File: config.mk
export PLATFORM = sky130hd
export DESIGN_NAME = rkcu_back
export DESIGN_NICKNAME = d
export VERILOG_FILES = /design/src/rtl/rkcu_pkg.sv /design/src/rtl/rkcu_back.sv
export SDC_FILE = /design/constraint.sdc
export NUM_CORES = 2
export LEC_CHECK = 0
export BUFFER_PORTS_ARGS = -buffer_cell sky130_fd_sc_hd__buf_2
export CORE_MARGIN = 2
export CORE_UTILIZATION = 50
export CTS_BUF_LIST = sky130_fd_sc_hd__clkbuf_4 sky130_fd_sc_hd__clkbuf_8 sky130_fd_sc_hd__clkbuf_16
export DETAILED_ROUTE_END_ITERATION = 6
export PLACE_DENSITY_LB_ADDON = 0.08
export SLEW_MARGIN = 20
export SYNTH_ARGS = -nofsm -noshare
export SYNTH_HDL_FRONTEND = slang
export SYNTH_SLANG_ARGS = --single-unit
File: constraint.sdc
create_clock -name clk -period 12.17 [get_ports clk]
set_clock_uncertainty 0.1 [all_clocks]
set_input_delay 1.217 -clock clk [delete_from_list [all_inputs] [get_ports clk]]
set_output_delay 1.217 -clock clk [all_outputs]
set_load 0.01 [all_outputs]
File: src/rtl/rkcu_pkg.sv
`default_nettype none

package rkcu_pkg;

    localparam int WORD_W        = 24;
    localparam int STEP_W        = 23;
    localparam int FRAC_BITS_DEF = 16;
    localparam int CFG_IDX_W     = 3;

    typedef logic signed [WORD_W-1:0] word_t;

    localparam word_t WORD_MAX = 24'sh7FFFFF;
    localparam word_t WORD_MIN = 24'sh800000;

    localparam logic signed [2*WORD_W-1:0] WIDE_MAX = 48'sh0000007FFFFF;
    localparam logic signed [2*WORD_W-1:0] WIDE_MIN = 48'shFFFFFF800000;

    typedef enum logic [1:0] {
        MODEL_GL = 2'd0,
        MODEL_GS = 2'd1,
        MODEL_WS = 2'd2
    } model_t;

    typedef enum logic [CFG_IDX_W-1:0] {
        CFG_MODEL = 3'd0,
        CFG_STEP  = 3'd1,
        CFG_P1    = 3'd2,
        CFG_P2    = 3'd3,
        CFG_P3    = 3'd4
    } cfg_idx_t;

    typedef struct packed {
        logic [1:0]        model;
        logic [STEP_W-1:0] time_step;
        word_t             p1;
        word_t             p2;
        word_t             p3;
    } cfg_t;

    // one cell in flight: inputs, four working slots and the clamp flag
    typedef struct packed {
        logic [1:0] model;
        word_t      x1;
        word_t      x2;
        word_t      w0;
        word_t      w1;
        word_t      w2;
        word_t      w3;
        logic       flag;
    } cell_t;

    typedef struct packed {
        word_t val;
        logic  sat;
    } sat_t;

    // fixed-point one, limited to the largest word for wide fractions
    function automatic word_t one_value(input int f);
        return (f >= 23) ? WORD_MAX : word_t'(longint'(1) << f);
    endfunction

    function automatic sat_t clamp_wide(input logic signed [2*WORD_W-1:0] v);
        sat_t r;
        if (v > WIDE_MAX)
        begin
            r.val = WORD_MAX;
            r.sat = 1'b1;
        end
        else if (v < WIDE_MIN)
        begin
            r.val = WORD_MIN;
            r.sat = 1'b1;
        end
        else
        begin
            r.val = v[WORD_W-1:0];
            r.sat = 1'b0;
        end
        return r;
    endfunction

    function automatic sat_t clamp_sum(input logic signed [WORD_W:0] s);
        sat_t r;
        if (s[WORD_W] != s[WORD_W-1])
        begin
            r.val = s[WORD_W] ? WORD_MIN : WORD_MAX;
            r.sat = 1'b1;
        end
        else
        begin
            r.val = s[WORD_W-1:0];
            r.sat = 1'b0;
        end
        return r;
    endfunction

    function automatic sat_t add_sat(input word_t a, input word_t b);
        logic signed [WORD_W:0] s;
        s = {a[WORD_W-1], a} + {b[WORD_W-1], b};
        return clamp_sum(s);
    endfunction

    function automatic sat_t sub_sat(input word_t a, input word_t b);
        logic signed [WORD_W:0] s;
        s = {a[WORD_W-1], a} - {b[WORD_W-1], b};
        return clamp_sum(s);
    endfunction

    // product floored by the fraction shift, then clamped
    function automatic sat_t mul_sat(input word_t a, input word_t b, input int unsigned sh);
        logic signed [2*WORD_W-1:0] p;
        p = a * b;
        p = p >>> sh;
        return clamp_wide(p);
    endfunction

endpackage

`default_nettype wire

File: src/rtl/rkcu_back.sv
`default_nettype none

module rkcu_back #(
    parameter int FRAC_BITS = rkcu_pkg::FRAC_BITS_DEF
) (
    input  wire                    clk,
    input  wire                    rst_n,
    input  rkcu_pkg::cfg_t         cfg,
    input  wire                    in_valid,
    output logic                   in_ready,
    input  rkcu_pkg::cell_t        in_cell,
    output logic                   out_valid,
    input  wire                    out_ready,
    output rkcu_pkg::word_t        out_first,
    output rkcu_pkg::word_t        out_second,
    output logic                   out_sat
);
    import rkcu_pkg::*;

    logic  va_reg, vb_reg, vc_reg;
    logic  lda, ldb, ldc;
    cell_t ca_reg, cb_reg;
    cell_t ca_next, cb_next;
    word_t n1_reg, n2_reg;
    logic  sat_reg;

    sat_t  s_du, s_dv, m_1, m_2, a_1, a_2;
    word_t dt;

    assign ldc       = !vc_reg || out_ready;
    assign ldb       = !vb_reg || ldc;
    assign lda       = !va_reg || ldb;
    assign in_ready  = lda;
    assign out_valid = vc_reg;
    assign out_first = n1_reg;
    assign out_second = n2_reg;
    assign out_sat   = sat_reg;
    assign dt        = word_t'({1'b0, cfg.time_step});

    // reaction rates du, dv into w0, w1
    always_comb
    begin
        ca_next = in_cell;
        ca_next.w0 = '0;
        ca_next.w1 = '0;
        s_du = '0;
        s_dv = '0;
        unique case (in_cell.model)
            MODEL_GL:
            begin
                s_du = sub_sat(in_cell.x1, in_cell.w1);
                s_dv = sub_sat(in_cell.x2, in_cell.w2);
            end
            MODEL_GS:
            begin
                s_du = sub_sat(in_cell.w1, in_cell.w0);
                s_dv = sub_sat(in_cell.w0, in_cell.w2);
            end
            MODEL_WS:
            begin
                s_du = sub_sat(in_cell.w0, in_cell.w2);
                s_dv = '{val: in_cell.w3, sat: 1'b0};
            end
            default: ;
        endcase
        ca_next.w0   = s_du.val;
        ca_next.w1   = s_dv.val;
        ca_next.flag = in_cell.flag | s_du.sat | s_dv.sat;
    end

    always_comb
    begin
        m_1 = mul_sat(dt, ca_reg.w0, FRAC_BITS);
        m_2 = mul_sat(dt, ca_reg.w1, FRAC_BITS);
        cb_next      = ca_reg;
        cb_next.w0   = m_1.val;
        cb_next.w1   = m_2.val;
        cb_next.flag = ca_reg.flag | m_1.sat | m_2.sat;
    end

    assign a_1 = add_sat(cb_reg.x1, cb_reg.w0);
    assign a_2 = add_sat(cb_reg.x2, cb_reg.w1);

    always_ff @(posedge clk or negedge rst_n)
    begin
        if (!rst_n)
        begin
            va_reg <= 1'b0;
            vb_reg <= 1'b0;
            vc_reg <= 1'b0;
        end
        else
        begin
            if (lda)
                va_reg <= in_valid;
            if (ldb)
                vb_reg <= va_reg;
            if (ldc)
                vc_reg <= vb_reg;
        end
    end

    always_ff @(posedge clk)
    begin
        if (lda && in_valid)
            ca_reg <= ca_next;
        if (ldb && va_reg)
            cb_reg <= cb_next;
        if (ldc && vb_reg)
        begin
            n1_reg  <= a_1.val;
            n2_reg  <= a_2.val;
            sat_reg <= cb_reg.flag | a_1.sat | a_2.sat;
        end
    end

endmodule

`default_nettype wire

; Word level (Yosys, flattened, before mapping)
; Index checks and enable logic that the tools add are counted.
[classes]
addsub = 6
mul = 2
magnitude_cmp = 4
eq_ne = 8
n_mux = 18
bitwise = 6
reduce_logical = 10
[op_table]
columns = cell, n
row1 = $mux W25, 8
row2 = $pmux W25 S3, 2
row3 = $mux W24, 6
row4 = $sub A24 B24 Y25, 4
row5 = $mul A24 B24 Y48, 2
row6 = $gt A32 B24 Y1 const B, 2
row7 = $lt A32 B24 Y1 const B, 2
row8 = $add A24 B24 Y25, 2
row9 = $ne A1 B1 Y1, 6
row10 = $or A1 B1 Y1, 6
row11 = $logic_and A1 B1 Y1, 3
row12 = $logic_not A1 Y1, 3
row13 = $logic_or A1 B1 Y1, 3
row14 = $eq A2 B1 Y1 const B, 1
row15 = $eq A2 B2 Y1 const B, 1
row16 = $logic_not A2 Y1, 1
row17 = $mux W1, 2
[word_totals]
regBits = 246
in_bits = 248
out_inout_bits = 51

; Logic depth before layout (Yosys ltp)
[depth]
depth_word = 6
ltp_mapped = 30
ltp_nobuf = 27

; Worst setup path before layout
; No wires, ideal clock.
[synth_path]
path_kind = input port to flip-flop
from = in cfg[87] (netlist name)
to = reg cb_reg[0] (netlist name) (data pin)
setup_ps = 263
arrival_time_ps = 8309
setup_slack_ps = 3498
stages = 25
cell_sequence = clkbuf_1 clkbuf_1 nand2_1 fa_1 fa_1 fa_1 fa_1 inv_1 fa_1 fa_1 inv_1 fa_1 inv_1 ha_1 buf_6 a21oi_2 o21ai_1 or4_1 o2111a_1 o2111a_1 or3_1 a22oi_1 o2111ai_1 o41a_1 a2111o_1
[synth_rtl]
columns = item, line_no
row1 = from (decl), rkcu_back.sv:8  ; input rkcu_pkg::cfg_t cfg,
row2 = to (signal assigned), rkcu_back.sv:108  ; cb_reg <= cb_next;
row3 = to (decl), rkcu_back.sv:22  ; cell_t ca_reg, cb_reg;

; Worst setup path in the final report
[layout_path]
from = in cfg[83] (netlist name)
to = reg cb_reg[94] (netlist name) (data pin)
[layout_between]
elab_chain_len = 3
[layout_rtl]
columns = item, line_no
row1 = $mul A24 B24 Y48 (*), rkcu_pkg.sv:112  ; p = a * b;
row2 = $lt A32 B24 Y1, rkcu_pkg.sv:69  ; else if (v < WIDE_MIN)
row3 = $mux W25, rkcu_pkg.sv:69
; Every way passes the cells marked *; elsewhere a longest branch is shown, timed or not.
; A chain may end at the register's enable or synchronous reset.

==> results.toml <==
[global_routing]
grt_max_degree = 69
grt.overflow.total = 0
grt_pass1_wl_mm = 243
antenna_found_initial = 10
grt_pass1_vias = 42800
track_usage_pct = 28.5

[drt]
wirelength_mm = 154
vias = 40800
via_per_inst = 5.57
firstDrtPassIters = 5
drc = 0
dr.first_iter.drc_count = 2587
antenna_left = 0
wire_per_inst_um = 21.0

[sta]
drv_slew = 0
period_needed_ns = 9.79
finalHoldViolCount = 0
final.period_utilization_pct = 80.5
setup_tns_ns = 0
rsz0062_at_grt = "false"
final-setup-viol-count = 0
relSlewSlack_pct = 23.7
worst_pin_slew_ns = 1.14
fmax_ghz = 0.102

[outcome]
status = "complete, no violations"

[clock_network]
postCtsSetupBuffers = 0
hold_buffers = 0
tritoncts = "built"
cts_made_buffers = 27
cts-root-buf = "clkbuf_16"
cts_buffer_depth = 3
clkTransAtPathRegs_ns = 0.06
cts_sinks = 246
clk_latency_ns = 0.57
htree_levels = 1
cts-resized-gates = 0

[synthesis]
synth_mux_area_share_pct = 0.178
synthArstFlopShare_pct = 1.22
synthXorXnorAreaFrac_pct = 2.75
netlist_area_um2 = 53500
yosysSeqAreaShare_pct = 13.8
syn_inst = 5831
synthFlopType = "edfxtp_1"
synth_top_family_by_area = "adder cells"
synthSimpleGateAreaFrac_pct = 15.8
synth_fa_ha_area_share_pct = 47.3
yosys_warnings = 0
synth-seq-cells = 246
synth_area_per_cell_um2 = 9.18
synth_nets = 7539
synth_compound_area_share_pct = 10.2
synth_cell_types = 92
synth_edf_count = 243

[cells_and_area]
syn_to_final_growth_pct = 6.31
stdcell_area_um2 = 56900
nNetsFinal = 7598
drive_gt1_share_pct = 6.55
final.fill_count = 10100
finalNonFillerCells = 7316

[floorplanning]
dieArea_um2 = 110000
io_pins = 299
num_rows = 120
core-area_um2 = 107000
initial_core_util_pct = 50.2
die_h_um = 331
die_w_um = 331

[job]
maxCapViolCount = 0

[placed_design]
placed_cells = 7262
gp_congestion = 0.924
place_hpwl_mm = 121
placed_area_um2 = 56000
port_buffers = 224

[setup_path]
path_max_fanout = 37
critPathRequiredTime_ns = 12.24
endpoint_kind = "register"
startpoint_type = "input pin"
cp.arrival_ns = 9.87
critical_path_class = "in2reg"

[hold_path]
hp-class = "reg2reg"
## metal layers
metal | wire, um | global-route usage (%) | up-vias
met2 | 73600 | 48.3 | 1248
met3 | 9200 | 3.39 | 201
met1 | 67500 | 39.5 | 20700
met5 | 67 | 0 | -
met4 | 3320 | 6.28 | 12
li1 | - | - | 18600
## critical path, cell delays in order
cell,delay (ns)
buf_2,0.77
buf_4,0.37
nand2_1,0.11
fa_1,0.55
inv_1,0.05
fa_1,0.55
fa_1,0.44
fa_1,0.52
fa_1,0.43
fa_1,0.49
inv_1,0.05
fa_1,0.50
inv_1,0.05
ha_1,0.35
and3_1,0.29
a311oi_1,0.19
nor4_1,0.93
a2111oi_1,0.16
or3_1,0.38
nand4_1,0.15
nor3_1,0.07
nor2_1,0.51
buf_4,0.34
o21ai_0,0.36
## cells in the final DEF (no fill, tap or decap), drive strengths merged, types with 22 or more instances in the layout
master	n
a211oi	40
a21o	93
a21oi	242
and2	531
and3	25
buf	304
clkbuf	30
edfxtp	243
fa	924
ha	536
inv	1146
nand2	692
nand2b	54
nand3	47
nand4	24
nor2	129
nor2b	52
nor3	54
o211ai	23
o21a	27
o21ai	185
o21bai	26
o221ai	27
o31ai	23
or3	22
xnor2	110
xor2	55
## stage by stage
stage                     util [%]  hold WS, ns  setup slack [ns]
after global routing          53.4        0.310              2.03
after CTS                     53.4        0.298              2.43
after detailed placement      52.5        0.305              1.87
final                         53.4        0.319              2.38
after global placement        52.5        0.301              1.90
after floorplan                  -        0.300              3.50
## layout make-up
type,count,area [um^2],share of cell area (%)
Sequential cell,246,7370,13.0
Clock inverter,20,183,0.321
Clock buffer,30,698,1.23
Antenna cell,2,5.00,0.00879
Tap cell,1403,1760,3.08
Multi-Input combinational cell,4169,40900,71.8
Inverter,1142,4290,7.53
Timing Repair Buffer,304,1760,3.09
## synth_stat cells, types with 27 or more instances
library cell | n | share of area, %
inv_1 | 1142 | 8.0
nor2b_1 | 52 | 0.61
nand3_1 | 47 | 0.44
nor2_1 | 129 | 0.90
a21o_1 | 93 | 1.3
o221ai_1 | 27 | 0.44
ha_1 | 536 | 13
clkbuf_1 | 254 | 1.8
a21oi_1 | 241 | 2.3
o21a_1 | 27 | 0.38
o21ai_0 | 178 | 1.7
nor3_1 | 54 | 0.50
fa_1 | 924 | 35
xor2_1 | 55 | 0.90
nand2b_1 | 54 | 0.63
edfxtp_1 | 243 | 14
xnor2_1 | 108 | 1.8
nand2_1 | 692 | 4.9
and2_1 | 530 | 6.2
a211oi_1 | 39 | 0.55
## logic make-up after synthesis
family	count (synthesis)
fa+ha+maj	1472
buf+inv	1416
mux	9
compound gates	835
xor+xnor	165
flops	246
simple gates	1688
## worst paths after layout
kind	start	endpoint	slack, ns	cells after the start
max	cfg[83]	cb_reg[94]$_SDFFCE_PN1P_	2.38	24
min	ca_reg[105]$_DFFE_PP_	cb_reg[105]$_DFFE_PP_	0.32	0
max reg2reg	ca_reg[84]$_DFFE_PP_	cb_reg[94]$_SDFFCE_PN1P_	2.87	24
min reg2reg	ca_reg[105]$_DFFE_PP_	cb_reg[105]$_DFFE_PP_	0.32	0
max in group asynchronous	rst_n	out_valid$_DFFE_PN0P_	11.52	1
min in group asynchronous	rst_n	vb_reg$_DFFE_PN0P_	0.33	1
Power is left out: the tool's default activity adds up to more than one toggle a clock period on the data nets, which glitch-free logic cannot reach.
