$ cat src/rtl/rkcu_pkg.sv
`default_nettype none

package rkcu_pkg;

    localparam int WORD_W        = 24;
    localparam int STEP_W        = 23;
    localparam int FRAC_BITS_DEF = 16;
    localparam int CFG_IDX_W     = 3;

    typedef logic signed [WORD_W-1:0] word_t;

    localparam word_t WORD_MAX = 24'sh7FFFFF;
    localparam word_t WORD_MIN = 24'sh800000;

    localparam logic signed [2*WORD_W-1:0] WIDE_MAX = 48'sh0000007FFFFF;
    localparam logic signed [2*WORD_W-1:0] WIDE_MIN = 48'shFFFFFF800000;

    typedef enum logic [1:0] {
        MODEL_GL = 2'd0,
        MODEL_GS = 2'd1,
        MODEL_WS = 2'd2
    } model_t;

    typedef enum logic [CFG_IDX_W-1:0] {
        CFG_MODEL = 3'd0,
        CFG_STEP  = 3'd1,
        CFG_P1    = 3'd2,
        CFG_P2    = 3'd3,
        CFG_P3    = 3'd4
    } cfg_idx_t;

    typedef struct packed {
        logic [1:0]        model;
        logic [STEP_W-1:0] time_step;
        word_t             p1;
        word_t             p2;
        word_t             p3;
    } cfg_t;

    // one cell in flight: inputs, four working slots and the clamp flag
    typedef struct packed {
        logic [1:0] model;
        word_t      x1;
        word_t      x2;
        word_t      w0;
        word_t      w1;
        word_t      w2;
        word_t      w3;
        logic       flag;
    } cell_t;

    typedef struct packed {
        word_t val;
        logic  sat;
    } sat_t;

    // fixed-point one, limited to the largest word for wide fractions
    function automatic word_t one_value(input int f);
        return (f >= 23) ? WORD_MAX : word_t'(longint'(1) << f);
    endfunction

    function automatic sat_t clamp_wide(input logic signed [2*WORD_W-1:0] v);
        sat_t r;
        if (v > WIDE_MAX)
        begin
            r.val = WORD_MAX;
            r.sat = 1'b1;
        end
        else if (v < WIDE_MIN)
        begin
            r.val = WORD_MIN;
            r.sat = 1'b1;
        end
        else
        begin
            r.val = v[WORD_W-1:0];
            r.sat = 1'b0;
        end
        return r;
    endfunction

    function automatic sat_t clamp_sum(input logic signed [WORD_W:0] s);
        sat_t r;
        if (s[WORD_W] != s[WORD_W-1])
        begin
            r.val = s[WORD_W] ? WORD_MIN : WORD_MAX;
            r.sat = 1'b1;
        end
        else
        begin
            r.val = s[WORD_W-1:0];
            r.sat = 1'b0;
        end
        return r;
    endfunction

    function automatic sat_t add_sat(input word_t a, input word_t b);
        logic signed [WORD_W:0] s;
        s = {a[WORD_W-1], a} + {b[WORD_W-1], b};
        return clamp_sum(s);
    endfunction

    function automatic sat_t sub_sat(input word_t a, input word_t b);
        logic signed [WORD_W:0] s;
        s = {a[WORD_W-1], a} - {b[WORD_W-1], b};
        return clamp_sum(s);
    endfunction

    // product floored by the fraction shift, then clamped
    function automatic sat_t mul_sat(input word_t a, input word_t b, input int unsigned sh);
        logic signed [2*WORD_W-1:0] p;
        p = a * b;
        p = p >>> sh;
        return clamp_wide(p);
    endfunction

endpackage

`default_nettype wire

$ cat src/rtl/rkcu_div.sv
`default_nettype none

module rkcu_div #(
    parameter int FRAC_BITS = rkcu_pkg::FRAC_BITS_DEF
) (
    input  wire                    clk,
    input  wire                    rst_n,
    input  wire                    in_valid,
    output logic                   in_ready,
    input  rkcu_pkg::cell_t        in_cell,
    output logic                   out_valid,
    input  wire                    out_ready,
    output rkcu_pkg::cell_t        out_cell
);
    import rkcu_pkg::*;

    localparam word_t ONE   = one_value(FRAC_BITS);
    localparam int    NUM_W = WORD_W + FRAC_BITS;
    localparam int    STEPS = 4;
    localparam int    NSTG  = WORD_W / STEPS;

    typedef struct packed {
        logic [WORD_W-1:0] den;
        logic [WORD_W-1:0] rem;
        logic [WORD_W-1:0] numlo;
        logic [WORD_W-1:0] quo;
        logic              neg;
        logic              ovf;
    } div_t;

    // restoring division, STEPS quotient bits
    function automatic div_t div_steps(input div_t s_in);
        div_t              s;
        logic [WORD_W:0]   r;
        s = s_in;
        for (int i = 0; i < STEPS; i++)
        begin
            r       = {s.rem, s.numlo[WORD_W-1]};
            s.numlo = {s.numlo[WORD_W-2:0], 1'b0};
            if (r >= {1'b0, s.den})
            begin
                s.rem = WORD_W'(r - {1'b0, s.den});
                s.quo = {s.quo[WORD_W-2:0], 1'b1};
            end
            else
            begin
                s.rem = r[WORD_W-1:0];
                s.quo = {s.quo[WORD_W-2:0], 1'b0};
            end
        end
        return s;
    endfunction

    logic              v_reg  [NSTG];
    cell_t             c_reg  [NSTG];
    div_t              q_reg  [NSTG];
    logic              ld     [NSTG];
    div_t              q_next [NSTG];

    logic signed [WORD_W:0] d_ext;
    logic [WORD_W-1:0]      mag;
    logic [NUM_W-1:0]       num;
    logic [WORD_W-1:0]      hi;
    div_t                   entry;

    always_comb
    begin
        d_ext       = {in_cell.w0[WORD_W-1], in_cell.w0};
        entry.neg   = in_cell.w0[WORD_W-1];
        mag         = WORD_W'(entry.neg ? -d_ext : d_ext);
        num         = {mag, {FRAC_BITS{1'b0}}};
        hi          = WORD_W'(num[NUM_W-1:WORD_W]);
        entry.den   = WORD_W'(in_cell.w1) + WORD_W'(ONE);
        entry.ovf   = hi >= entry.den;
        entry.rem   = entry.ovf ? '0 : hi;
        entry.numlo = num[WORD_W-1:0];
        entry.quo   = '0;
    end

    assign in_ready  = ld[0];
    assign out_valid = v_reg[NSTG-1];

    for (genvar k = 0; k < NSTG; k++)
    begin : g_stg
        if (k == NSTG - 1)
        begin : g_last
            assign ld[k] = !v_reg[k] || out_ready;
        end
        else
        begin : g_mid
            assign ld[k] = !v_reg[k] || ld[k+1];
        end

        if (k == 0)
        begin : g_first
            assign q_next[k] = div_steps(entry);
            always_ff @(posedge clk or negedge rst_n)
            begin
                if (!rst_n)
                    v_reg[k] <= 1'b0;
                else if (ld[k])
                    v_reg[k] <= in_valid;
            end
            always_ff @(posedge clk)
            begin
                if (ld[k] && in_valid)
                begin
                    c_reg[k] <= in_cell;
                    q_reg[k] <= q_next[k];
                end
            end
        end
        else
        begin : g_rest
            assign q_next[k] = div_steps(q_reg[k-1]);
            always_ff @(posedge clk or negedge rst_n)
            begin
                if (!rst_n)
                    v_reg[k] <= 1'b0;
                else if (ld[k])
                    v_reg[k] <= v_reg[k-1];
            end
            always_ff @(posedge clk)
            begin
                if (ld[k] && v_reg[k-1])
                begin
                    c_reg[k] <= c_reg[k-1];
                    q_reg[k] <= q_next[k];
                end
            end
        end
    end

    // sign and clamp of the quotient; only Wacker-Scholl items take it
    logic [WORD_W-1:0] quo;
    logic              q_sat;
    word_t             q_val;

    always_comb
    begin
        quo = q_reg[NSTG-1].quo;
        if (!q_reg[NSTG-1].neg)
        begin
            q_sat = q_reg[NSTG-1].ovf || (quo > WORD_W'(WORD_MAX));
            q_val = q_sat ? WORD_MAX : word_t'(quo);
        end
        else
        begin
            q_sat = q_reg[NSTG-1].ovf || (quo > WORD_W'(WORD_MIN));
            q_val = q_sat ? WORD_MIN : word_t'(-quo);
        end
        out_cell = c_reg[NSTG-1];
        if (c_reg[NSTG-1].model == MODEL_WS)
        begin
            out_cell.w0   = q_val;
            out_cell.flag = c_reg[NSTG-1].flag | q_sat;
        end
    end

endmodule

`default_nettype wire

$ cat config.mk
export PLATFORM = sky130hd
export DESIGN_NAME = rkcu_div
export DESIGN_NICKNAME = d
export VERILOG_FILES = /design/src/rtl/rkcu_pkg.sv /design/src/rtl/rkcu_div.sv
export SDC_FILE = /design/constraint.sdc
export NUM_CORES = 2
export LEC_CHECK = 0
export BUFFER_PORTS_ARGS = -buffer_cell sky130_fd_sc_hd__buf_4
export CORE_MARGIN = 2
export CORE_UTILIZATION = 27
export CTS_CLUSTER_SIZE = 8
export DETAILED_ROUTE_END_ITERATION = 8
export HOLD_SLACK_MARGIN = 0.06
export SLEW_MARGIN = 15
export SYNTH_ARGS = -nofsm -noshare
export SYNTH_HDL_FRONTEND = slang
export SYNTH_SLANG_ARGS = --single-unit
$ cat constraint.sdc
create_clock -name clk -period 17.04 [get_ports clk]
set_input_delay 0.852 -clock clk [delete_from_list [all_inputs] [get_ports clk]]
set_output_delay 0.852 -clock clk [all_outputs]
set_load 0.02 [all_outputs]
Word level (Yosys, flattened, before mapping)
Memories as Yosys holds them, arrays and structs flattened.
Cells that the tools add are included.
{"block": "classes", "add_sub_neg": 27, "magnitude_cmp": 27, "eq_ne": 1, "muxes": 68, "bitwise_logic": 1, "reduce_logical": 20}
{"cell": "24-bit 2-to-1 mux", "n": 29}
{"cell": "25-bit by 24-bit >= comparator with 1-bit output", "n": 23}
{"cell": "24-bit subtractor", "n": 23}
{"cell": "24-bit negation", "n": 2}
{"cell": "1-bit 2-to-1 mux", "n": 38}
{"cell": "24-bit by 18-bit adder with 24-bit output (second input constant)", "n": 1}
{"cell": "16-bit by 24-bit >= comparator with 1-bit output", "n": 1}
{"cell": "17-bit by 24-bit >= comparator with 1-bit output", "n": 1}
{"cell": "24-bit by 23-bit > comparator with 1-bit output (second input constant)", "n": 1}
{"cell": "24-bit > comparator (second input constant)", "n": 1}
{"cell": "17-bit by 24-bit subtractor with 24-bit output", "n": 1}
{"cell": "16-bit 2-to-1 mux", "n": 1}
{"cell": "1-bit logical OR", "n": 8}
{"cell": "1-bit logical AND", "n": 6}
{"cell": "1-bit logical NOT", "n": 6}
{"cell": "2-bit == test (second input constant)", "n": 1}
{"cell": "1-bit OR", "n": 1}
{"block": "word_totals", "reg_bits": 6, "ramBits": 1446, "in_bits": 151, "output_inout_bits": 149, "wordCells": 152, "mem_count": 2}
{"name": "c_reg", "words": 6, "word_bits": 147, "rd": 6, "rd_clocked_by_memory_dff": 0, "wr": 6, "line": "rkcu_div.sv:55", "source": "cell_t c_reg [NSTG];"}
{"name": "q_reg", "words": 6, "word_bits": 94, "rd": 6, "rd_clocked_by_memory_dff": 0, "wr": 6, "line": "rkcu_div.sv:56", "source": "div_t q_reg [NSTG];"}

Logic depth before layout (Yosys ltp)
{"block": "depth", "ltp_word": 12, "depth_mapped": 68}

Worst setup path before layout
Ideal clock, no wire load.
{"block": "synth_timing", "path_type": "input to register", "startpoint": "input out_ready", "endpoint": "memory c_reg[4][0] (netlist bit), enable pin", "setup_time_ns": 1.066, "arrival_ns": 15.356, "required_ns": 15.974, "path_slack_ns": 0.618, "cell_stages": 2, "n_path_buf": 0, "path_cell_list": "nor2b_1 -> a21boi_0"}
{"element": "from (decl)", "line": "rkcu_div.sv:12", "source": "input wire out_ready,"}
{"element": "to (decl)", "line": "rkcu_div.sv:55"}

==> flow_metrics.py <==
metrics = {
    "outcome": {
        "status": "completed",
    },
    "die": {
        "start_util_pct": 27.07,
        "io_pins": 300,
        "die_h_um": 510.8,
        "rows": 186,
        "coreArea_um2": 256200,
        "die_w_um": 510.8,
        "dieArea_um2": 261000,
    },
    "placement": {
        "placed_area_um2": 74970,
        "routabilityCongestion": 0.9726,
        "hpwl_um": 153800,
        "place_ws_ns": 0.3191,
        "port_buffers": 299,
    },
    "min_path": {
        "hold_path.class": "primary input to register",
        "hold_depth": 1,
    },
    "timing": {
        "clock_skew_ns": 0.06165,
        "fmaxAchievable_ghz": 0.06399,
        "fin_crit_sh_pct": 91.71,
        "rsz0062_at_grt": "false",
        "fin_crit_ns": 15.63,
        "report.final.hold_viol_count": 0,
        "worstMarginPinSlew_ns": 1.220,
        "slew_viol_final": 0,
        "fin_worst_hold_slack_ns": 0.2242,
        "tns_ns": 0,
        "fin_ws_ns": 1.413,
        "setup_viol": 0,
        "relSlewSlack_pct": 18.69,
    },
    "synthesis": {
        "synth_top_area_share_pct": 49.14,
        "synth_largest_area_cell": "edfxtp_1",
        "synth_edf_count": 1135,
        "synthesis.area_um2": 69360,
        "synth_seq_cells": 1141,
        "synthAdderAreaFrac_pct": 10.73,
        "synth_compound_area_share_pct": 14.75,
        "synth-seq-area-share_pct": 49.36,
        "ys.flop_type": "edfxtp_1",
        "avgSynthCellArea_um2": 11.34,
        "synthArstFlopShare_pct": 0.5259,
        "synth_warnings": 0,
        "synth_mux_area_share_pct": 5.320,
        "synth_cell_types": 95,
        "syn_nets": 6858,
        "synth_top_family_by_area": "compound AO/OA/AOI/OAI gates",
        "syn_inst": 6119,
        "synth-xor-area-share_pct": 5.948,
        "synthSimpleGateAreaFrac_pct": 10.17,
        "yosys-top-cells-area": "edfxtp_1, ha_1, mux2_2",
    },
    "setup_path": {
        "cp.depth": 61,
        "critPathRequiredTime_ns": 17.58,
        "worst-path-buf-inv": 6,
        "critPathLaunchType": "primary input",
        "cp_max_fo": 20,
        "cpMostUsedCell": "a21oi_1",
        "crit_path_max_incr_delay_ns": 0.73,
        "crit_family": "compound AO/OA/AOI/OAI gates",
        "setup.worst_path.class": "primary input to register",
        "arrival_ns": 16.17,
        "worst_r2r_path_depth": 49,
        "crit_slowest_cell": "or4b_1",
        "endpoint_kind": "register",
    },
    "clock_network": {
        "htreeDepth": 4,
        "clkTransAtPathRegs_ns": 0.05,
        "clockBufferDepth": 3,
        "cts_tree": "yes",
        "cts-root-buf": "clkbuf_16",
        "clock_sinks": 1141,
        "cts_buffers": 165,
        "post_cts_buffers": 0,
        "clock_latency_ns": 0.80,
    },
    "finish": {
        "largest_register_ffs": 882,
        "area_delta_synth_final_pct": 14.93,
        "final_cell_mix": "edfxtp_1, ha_1, a21oi_1",
        "final_common_cell": "edfxtp_1",
        "drive_gt1_share_pct": 14.53,
        "fin_area_um2": 79710,
        "fillers": 25590,
        "fin_nets": 7153,
    },
    "global_routing": {
        "first_global_vias": 48270,
        "gr-usage-all-layers_pct": 14.50,
        "grt_max_degree": 159,
        "antenna_found_initial": 12,
        "grt_pass1_wl_um": 293800,
        "grt_overflow": 0,
    },
    "routing": {
        "drc": 0,
        "wl_um": 196100,
        "num_vias": 48750,
        "drtPass1Iterations": 6,
        "wire_per_inst_um": 19.90,
        "drtAntennaViolNets": 0,
        "drt_iter0_drc": 3250,
        "via_per_inst": 4.947,
    },
    "flow_run": {
        "drv_cap": 0,
    },
}
[area by class of cell]
class                   count  area, um^2  share of cell area, %
diodes                      6       15.01                0.01884
flip-flops and latches   1141       34230                  42.94
inverters                 335        1260                  1.581
multi-input cells        4419       32610                  40.91
clock buffers             192        4230                  5.307
well taps                3384        4234                  5.312
clock inverters            25       475.5                 0.5965
repair buffers            352        2658                  3.334
[final timing paths]
kind	start	end	slack, ns
max reg2reg	c_reg[2][50]	q_reg[3][58]	1.85
max	in_cell[74]	q_reg[0][63]	1.41
min	in_cell[31]	c_reg[0][31]	0.22
min reg2reg	c_reg[3][81]	c_reg[4][81]	0.39
max in group asynchronous	rst_n	out_valid	16.48
min in group asynchronous	rst_n	v_reg[5]	0.43
[through the flow]
stage | utilization [%] | cells
final | 31.11 | 9854
after global routing | 31.11 | 9853
after CTS | 31.10 | 9848
after detailed placement | 29.26 | 9630
after global placement | 29.26 | 9630
after floorplan | - | 6119
[cells by family after synthesis]
group           count (synthesis)
xor+xnor                      471
buf+inv                       559
flops                        1141
compound gates               1583
simple gates                 1445
fa+ha+maj                     588
mux                           332
[cells in the mapped netlist, types with 105 or more instances]
| master | n |
|---|---|
| buf_4 | 123 |
| nor2_1 | 385 |
| a21oi_1 | 481 |
| inv_1 | 326 |
| o21ai_0 | 299 |
| nand2_1 | 354 |
| a21o_1 | 208 |
| edfxtp_1 | 1135 |
| xnor2_1 | 308 |
| ha_1 | 577 |
| nor3_1 | 105 |
| mux2_2 | 293 |
| xor2_1 | 163 |
| nand3_1 | 106 |
[metal layers]
layer  up-vias  share of wire, %  routed length (um)  GRT usage (%)
met5         -             0.021                  41              0
li1      23470                 -                   -              -
met4         6               3.5                6927          5.263
met1     23790                41               80770          17.17
met3       310               3.7                7340          1.908
met2      1171                52              101000          26.56
[what timing repair did]
action,4_1_cts,5_1_grt
endpoints found under the setup margin,0,24
hold buffers,1,0
hold endpoints to repair,6,0
gates resized for setup,0,4
Power is not shown: default switching activity piles up to over one toggle a cycle in this logic, so the estimate is an artifact.
